==> src/rtl/rwvd_pkg.sv <==
`timescale 1ns / 1ps
`default_nettype none

package rwvd_pkg;

   // register type codes
   typedef enum logic [2:0] {
      CMD_U64  = 3'd0,
      CMD_S64  = 3'd1,
      CMD_U32  = 3'd2,
      CMD_S32  = 3'd3,
      CMD_FP32 = 3'd4,
      CMD_U16  = 3'd5,
      CMD_S16  = 3'd6,
      CMD_B16  = 3'd7
   } cmd_type;

   // widths
   localparam int unsigned WORD_W   = 16;
   localparam int unsigned VALUE_W  = 64;
   localparam int unsigned MANT_W   = 24;
   localparam int unsigned PROD_W   = 34;
   localparam int unsigned SHIFT_W  = 10;

   // most register words that are packed
   localparam int unsigned MAX_WORDS = 4;

   // invalid markers
   localparam logic [63:0] U64_INVALID = 64'hFFFF_FFFF_FFFF_FFFF;
   localparam logic [63:0] S64_INVALID = 64'h8000_0000_0000_0000;
   localparam logic [31:0] U32_INVALID = 32'hFFFF_FFFF;
   localparam logic [31:0] S32_INVALID = 32'h8000_0000;

   // single precision fields and scaling
   localparam logic [7:0]  EXP_MAX     = 8'hFF;
   localparam logic [9:0]  FP_SCALE    = 10'd1000;
   localparam logic [9:0]  EXP_OFFSET  = 10'd150;
   localparam logic [9:0]  SHIFT_SAT   = 10'd40;
   localparam logic [9:0]  SHIFT_ZERO  = 10'd24;
   localparam logic [63:0] VALUE_MAX   = 64'h7FFF_FFFF_FFFF_FFFF;
   localparam logic [63:0] VALUE_MIN   = 64'h8000_0000_0000_0000;

endpackage

`default_nettype wire

==> src/rtl/register_word_value_decoder_unit.sv <==
`timescale 1ns / 1ps
`default_nettype none

// channel | direction | ports                                    | beat taken when
// req     | in        | req_cmd, req_word_count, req_word0..3    | req_valid & !req_stall
// rsp     | out       | rsp_value                                | rsp_valid & !rsp_stall
//
// five register stages: pack, type decode and scale multiply, round to
// single precision, shift, sign and saturate into the output register
// one beat per cycle sustained while rsp_stall is low
// each stage moves on when empty or when the one after it moves, so bubbles
// close up and a held output beat leaves earlier stages filling
// reset clears the valid bits only

module register_word_value_decoder_unit
   import rwvd_pkg::*;
(
   input  wire logic                  clock,
   input  wire logic                  reset,
   input  wire logic                  req_valid,
   output logic                       req_stall,
   input  wire logic [2:0]            req_cmd,
   input  wire logic [2:0]            req_word_count,
   input  wire logic [WORD_W-1:0]     req_word0,
   input  wire logic [WORD_W-1:0]     req_word1,
   input  wire logic [WORD_W-1:0]     req_word2,
   input  wire logic [WORD_W-1:0]     req_word3,
   output logic                       rsp_valid,
   input  wire logic                  rsp_stall,
   output logic signed [VALUE_W-1:0]  rsp_value
);

   // stage enables, back to front
   logic en1, en2, en3, en4, en5;
   logic v1_ff, v2_ff, v3_ff, v4_ff, rsp_valid_ff;

   assign en5 = !rsp_valid_ff || !rsp_stall;
   assign en4 = !v4_ff || en5;
   assign en3 = !v3_ff || en4;
   assign en2 = !v2_ff || en3;
   assign en1 = !v1_ff || en2;
   assign req_stall = !en1;

   // stage 1: pack words first word most significant
   cmd_type            cmd1_ff;
   logic [VALUE_W-1:0] acc1_ff, acc1_in;
   logic [WORD_W-1:0]  w01_ff;
   logic [2:0]         cnt_in;

   always_comb begin
      cnt_in = (req_word_count > 3'(MAX_WORDS)) ? 3'(MAX_WORDS) : req_word_count;
      case (cnt_in)
         3'd0: acc1_in = '0;
         3'd1: acc1_in = {48'd0, req_word0};
         3'd2: acc1_in = {32'd0, req_word0, req_word1};
         3'd3: acc1_in = {16'd0, req_word0, req_word1, req_word2};
         default: acc1_in = {req_word0, req_word1, req_word2, req_word3};
      endcase
   end

   always_ff @(posedge clock) begin
      if (reset) begin
         v1_ff <= 1'b0;
      end else if (en1) begin
         v1_ff <= req_valid;
      end
      if (en1) begin
         cmd1_ff <= cmd_type'(req_cmd);
         acc1_ff <= acc1_in;
         w01_ff  <= req_word0;
      end
   end

   // stage 2: integer types and significand times the scale
   logic               fp2_ff, fp2_in;
   logic [VALUE_W-1:0] int2_ff, int2_in;
   logic               neg2_ff;
   logic [7:0]         e2_ff;
   logic [PROD_W-1:0]  p2_ff, p2_in;
   logic [31:0]        a32;
   logic [7:0]         e_in;

   assign a32  = acc1_ff[31:0];
   assign e_in = a32[30:23];
   assign p2_in = PROD_W'({1'b1, a32[22:0]}) * PROD_W'(FP_SCALE);

   always_comb begin
      fp2_in  = 1'b0;
      int2_in = '0;
      case (cmd1_ff)
         CMD_U64:  int2_in = (acc1_ff == U64_INVALID) ? '0 : acc1_ff;
         CMD_S64:  int2_in = (acc1_ff == S64_INVALID) ? '0 : acc1_ff;
         CMD_U32:  int2_in = (a32 == U32_INVALID) ? '0 : {32'd0, a32};
         CMD_S32:  int2_in = (a32 == S32_INVALID) ? '0 : {{32{a32[31]}}, a32};
         CMD_FP32: fp2_in  = (e_in != 8'd0) && (e_in != EXP_MAX);
         CMD_S16:  int2_in = {{48{w01_ff[15]}}, w01_ff};
         CMD_U16, CMD_B16: int2_in = {48'd0, w01_ff};
         default:  int2_in = {48'd0, w01_ff};
      endcase
   end

   always_ff @(posedge clock) begin
      if (reset) begin
         v2_ff <= 1'b0;
      end else if (en2) begin
         v2_ff <= v1_ff;
      end
      if (en2) begin
         fp2_ff  <= fp2_in;
         int2_ff <= int2_in;
         neg2_ff <= a32[31];
         e2_ff   <= e_in;
         p2_ff   <= p2_in;
      end
   end

   // stage 3: round product to 24 bits, nearest even, and work out the shift
   logic               fp3_ff, neg3_ff;
   logic [VALUE_W-1:0] int3_ff;
   logic [MANT_W-1:0]  r3_ff, r3_in, r_base;
   logic signed [SHIFT_W-1:0] s3_ff, s3_in;
   logic               big;
   logic [9:0]         rem, half;
   logic               round_up;
   logic [MANT_W:0]    r_sum;

   always_comb begin
      big      = p2_ff[PROD_W-1];
      r_base   = big ? p2_ff[33:10] : p2_ff[32:9];
      rem      = big ? p2_ff[9:0] : {1'b0, p2_ff[8:0]};
      half     = big ? 10'h200 : 10'h100;
      round_up = (rem > half) || ((rem == half) && r_base[0]);
      r_sum    = {1'b0, r_base} + {{MANT_W{1'b0}}, round_up};
      r3_in    = r_sum[MANT_W] ? r_sum[MANT_W:1] : r_sum[MANT_W-1:0];
      s3_in    = $signed(10'(e2_ff) + 10'd9 + 10'(big) + 10'(r_sum[MANT_W]) - EXP_OFFSET);
   end

   always_ff @(posedge clock) begin
      if (reset) begin
         v3_ff <= 1'b0;
      end else if (en3) begin
         v3_ff <= v2_ff;
      end
      if (en3) begin
         fp3_ff  <= fp2_ff;
         neg3_ff <= neg2_ff;
         int3_ff <= int2_ff;
         r3_ff   <= r3_in;
         s3_ff   <= s3_in;
      end
   end

   // stage 4: scale the rounded significand into a magnitude
   logic               fp4_ff, neg4_ff, sat4_ff, sat4_in;
   logic [VALUE_W-1:0] int4_ff, mag4_ff, mag4_in;
   logic [SHIFT_W-1:0] rshift;

   always_comb begin
      rshift  = 10'(-s3_ff);
      sat4_in = (s3_ff >= $signed(SHIFT_SAT));
      if (!s3_ff[SHIFT_W-1]) begin
         mag4_in = {40'd0, r3_ff} << s3_ff[5:0];
      end else if (rshift >= SHIFT_ZERO) begin
         mag4_in = '0;
      end else begin
         mag4_in = {40'd0, r3_ff >> rshift[4:0]};
      end
   end

   always_ff @(posedge clock) begin
      if (reset) begin
         v4_ff <= 1'b0;
      end else if (en4) begin
         v4_ff <= v3_ff;
      end
      if (en4) begin
         fp4_ff  <= fp3_ff;
         neg4_ff <= neg3_ff;
         int4_ff <= int3_ff;
         sat4_ff <= sat4_in;
         mag4_ff <= mag4_in;
      end
   end

   // stage 5: sign, saturate and pick the result into the output register
   logic [VALUE_W-1:0] rsp_value_ff, rsp_value_in;

   always_comb begin
      if (!fp4_ff) begin
         rsp_value_in = int4_ff;
      end else if (sat4_ff) begin
         rsp_value_in = neg4_ff ? VALUE_MIN : VALUE_MAX;
      end else begin
         rsp_value_in = neg4_ff ? (~mag4_ff + 64'd1) : mag4_ff;
      end
   end

   always_ff @(posedge clock) begin
      if (reset) begin
         rsp_valid_ff <= 1'b0;
      end else if (en5) begin
         rsp_valid_ff <= v4_ff;
      end
      if (en5) begin
         rsp_value_ff <= rsp_value_in;
      end
   end

   assign rsp_valid = rsp_valid_ff;
   assign rsp_value = $signed(rsp_value_ff);

   // checks
   a_round_normalised: assert property (@(posedge clock) disable iff (reset)
      v3_ff && fp3_ff |-> r3_ff[MANT_W-1])
      else $error("rounded significand lost its leading one");

   a_shift_range: assert property (@(posedge clock) disable iff (reset)
      v3_ff && fp3_ff |-> (s3_ff >= -10'sd140) && (s3_ff <= 10'sd115))
      else $error("scale shift out of range");

   a_stall_full: assert property (@(posedge clock) disable iff (reset)
      req_stall |-> v1_ff && v2_ff && v3_ff && v4_ff && rsp_valid && rsp_stall)
      else $error("input held back with room in the pipeline");

   a_fp_sign: assert property (@(posedge clock) disable iff (reset)
      v4_ff && fp4_ff && !sat4_ff && !neg4_ff && en5 |=> !rsp_value_ff[VALUE_W-1])
      else $error("positive single gave a negative result");

endmodule

`default_nettype wire
==> config.mk <==
export PLATFORM = sky130hd
export DESIGN_NAME = register_word_value_decoder_unit
export DESIGN_NICKNAME = d
export VERILOG_FILES = /design/src/rtl/rwvd_pkg.sv /design/src/rtl/register_word_value_decoder_unit.sv
export SDC_FILE = /design/constraint.sdc
export NUM_CORES = 1
export LEC_CHECK = 0
export BUFFER_PORTS_ARGS = -buffer_cell sky130_fd_sc_hd__buf_2
export CAP_MARGIN = 10
export CORE_ASPECT_RATIO = 0.6
export CORE_MARGIN = 2
export CORE_UTILIZATION = 41
export CTS_CLUSTER_DIAMETER = 100
export DETAILED_ROUTE_END_ITERATION = 7
export PLACE_DENSITY_LB_ADDON = 0.25
export SLEW_MARGIN = 15
export SYNTH_ARGS = -nofsm -noshare
export SYNTH_HDL_FRONTEND = slang
export SYNTH_SLANG_ARGS = --single-unit
==> constraint.sdc <==
create_clock -name clock -period 14.4 [get_ports clock]
set_input_delay 2.88 -clock clock [delete_from_list [all_inputs] [get_ports clock]]
set_output_delay 2.88 -clock clock [all_outputs]
set_load 0.01 [all_outputs]
==> summary.md <==
| Metric | Value |
|---|---|
| Total Power | `~7 mW` |
| Max-Cap Viols | `0` |
| H-tree levels | `2` |
| Largest net degree at the start of global routing | `88` |
| Die width | `~340 microns` |
| Top_reg_cell synth | `edfxtp_1` |
| Die height | `208 microns` |
| Most frequent CP cell | `buf_2` |
| CTS sink cnt | `488` |
| DP Worst Slack | `7.15 ns` |
| CP max stage cell | `nand4_1` |
| Distinct cell type count after synthesis | `80` |
| Post-synth top area cell | `edfxtp_1` |
| Via count | `just over 20,000` |
| Drt total wl | `approximately 83,000 microns` |
| Fillers | `about 6,200` |
| Final Wtd Congestion | `approximately 0.95` |
| Post-CTS setup buffers | `0` |
| CTS tree | `yes` |
| Final setup vio count | `0` |
| I/O Pins | `140` |
| Wire per inst | `23.8 microns` |
| Clock skew | `about 0.042 ns` |
| Routed Antenna Nets | `0` |
| Period utilization | `about half` |
| Slew Viols, Final | `0` |
| Critical Path Sink Type | `output pin` |
| Number of global-route vias before repair | `19,280` |
| P_leak | `13.1 nW` |
| Critical Path RT | `around 12 ns` |
| Post-synth EDFFs | `roughly 480` |
| Clock Path Buffers | `3` |
| Min cycle time layout | `7.18 ns` |
| Final Hold Vio Count | `0` |
| Avg Cell Area, Syn | `about 11 sq um` |
| Tot GR Track Use | `23.5%` |
| F_max | `139 MHz` |
| DRC Markers | `0` |
| Data arrival, critical path | `around 4.3 ns` |
| RSZ-0062 raised after global routing | `false` |
| Synth Cell Area | `28,300 sq um` |
| PwrDens | `225 nW/um^2` |
| Inst Count DP | `roughly 3,400` |
| Crit path cell chain | `buf_2, and3_1, nand4_1, inv_1, buf_2` |
| CTS clk-pin slew, worst paths | `about 0.07 ns` |
| Site Rows | `74` |
| FF+latch area | `around 15,000 sq um` |
| Slew @ Worst Pin | `1.16 ns` |
| HPWL after detailed placement | `63,300 microns` |
| Initial core utilization | `41.5%` |
| # hold bufs at CTS | `0` |
| Core Area | `between 60,000 and 70,000 sq um` |
| Area growth syn-to-layout | `10.9%` |
| Utilization after layout | `46.1%` |
| Nets | `2,796` |
| Outcome | `finished, final reports clean` |
| Synthesized flop and latch total | `between 400 and 500` |
| Cell Area, Placed | `around 30,000 sq um` |
| Area of the multi-input gates | `roughly 12,000 sq um` |
| Final antenna diode count | `0` |
| Root Driver | `clkbuf_16` |
| Setup WS post-layout | `7.22 ns` |
| Setup TNS Final | `0 ns` |
| DR pass1 iterations | `6` |
| Vias per cell | `between 5 and 6` |
| Async S/R FF share, synth | `0%` |
| Post-synthesis net count | `2,715` |
| Most common cell in the netlist | `edfxtp_1` |
| Worst VDD drop | `92.9 uV` |
| First-pass GRT wire length | `126,000 microns` |
| Final instance area | `31,400 sq um` |
| CP peak stage delay | `0.47 ns` |
| CP Class | `input pin to output pin` |
| CP Launch Type | `input pin` |
| Post-CTS sizing | `0` |
| Yosys warning total | `0` |
| Share of cells above drive strength 1 | `12.9%` |
| Antenna violations before repair | `9` |
| Seq/Total Area, Yosys | `51.6%` |
| Hold WC Path Type | `flip-flop to flip-flop` |
| Clk_lat worst skew | `approximately 0.61 ns` |
| Initial DRC Count | `2,646` |
| Synth top area share | `51.2%` |
| I/O Buffers | `between 100 and 150` |
| Slew headroom | `between 20% and 30%` |
| Congestion Overflow GR | `0` |
| Most frequent cells after synthesis | `edfxtp_1 (483), inv_1 (197), nor2_1 (190)` |
| Cells after Synth | `2,468` |
| Top area cells in the synthesized netlist | `edfxtp_1 (51%), fa_1 (5.9%), ha_1 (3.9%), mux2i_1 (3.5%), o21ai_0 (2.7%)` |
| Layout Cells excl Fill | `3,496` |
| Crit Path Max Fanout | `6` |
| Hold Slack | `0.415 ns` |
| Area of the die | `71,200 sq um` |
| Inserted Clock Buffers | `47` |
==> power by group <==
group / total, mW / internal (mW) / switching (mW)
Combinational: 3.66 / 1.40 / 2.26
Clock: 1.22 / 0.666 / 0.559
Sequential: 2.17 / 1.90 / 0.273
==> path summary, 6_finish.rpt <==
check,from,endpoint,slack (ns),cells past startpoint
max,rsp_stall,req_stall,7.22,5
min,int2_ff[27]$_DFFE_PP_,int3_ff[27]$_DFFE_PP_,0.41,0
max reg2reg,acc1_ff[7]$_DFFE_PN_,p2_ff[33]$_DFFE_PP_,8.82,14
min reg2reg,int2_ff[27]$_DFFE_PP_,int3_ff[27]$_DFFE_PP_,0.41,0
==> cell type report <==
class                   count  share of cell area, %
well taps                 912                   3.63
multi-input cells        1644                   39.7
clock inverters            28                  0.944
flip-flops and latches    488                   46.5
inverters                 200                   2.40
repair buffers            168                   2.92
clock buffers              56                   3.85
==> sequential cells by signal, summed over array words and instances, names as in the netlist, 3 cells and up <==
register   cells
mag4_ff       64
s3_ff         10
rsp_value     64
e2_ff          8
r3_ff         24
int2_ff       64
p2_ff         31
int4_ff       64
acc1_ff       64
cmd1_ff        3
int3_ff       64
w01_ff        16
==> cell families after synthesis <==
logic type	Yosys count	share of synthesized area [%]
xor gates and xnor gates	71	2.20
muxes	167	7.24
DFF	488	51.6
adders and majority gates	173	9.87
and+or+nand+nor	647	11.2
buffers and inverters	336	4.53
AOI/OAI and AO/OA	586	13.4
==> critical path, delay by kind of cell <==
kind / cells / cell delay (ns)
simple gates: 2 / 0.87
buf+inv: 3 / 0.55
==> layout by cell type (no fill, tap or decap), types with 18 or more instances in the layout <==
cell type	instances
buf_4	28
o21ai_0	155
a21oi_1	118
and2_1	25
o22ai_1	29
a21o_1	66
nor2_1	189
edfxtp_1	483
nand2_1	170
a22oi_1	19
ha_1	89
nor3_1	31
or3_1	21
nand4_1	31
xnor2_1	42
mux2i_1	100
a211oi_1	24
nand3_1	43
inv_1	196
buf_2	139
o221ai_1	26
xor2_1	27
mux4_2	26
nor4_1	35
a22o_1	33
clkbuf_16	47
a31oi_1	18
mux2_2	41
fa_1	84
==> per-layer routing <==
| layer | up-vias | routed length [microns] | track usage [%] |
|---|---|---|---|
| li1 | 9295 | - | - |
| met2 | 991 | 32400 | 30.2 |
| met1 | 10047 | 42100 | 40.3 |
| met4 | 2 | 1100 | 3.79 |
| met5 | - | 13 | 0 |
| met3 | 84 | 7630 | 4.17 |
Power figures use the tool's default switching activity.
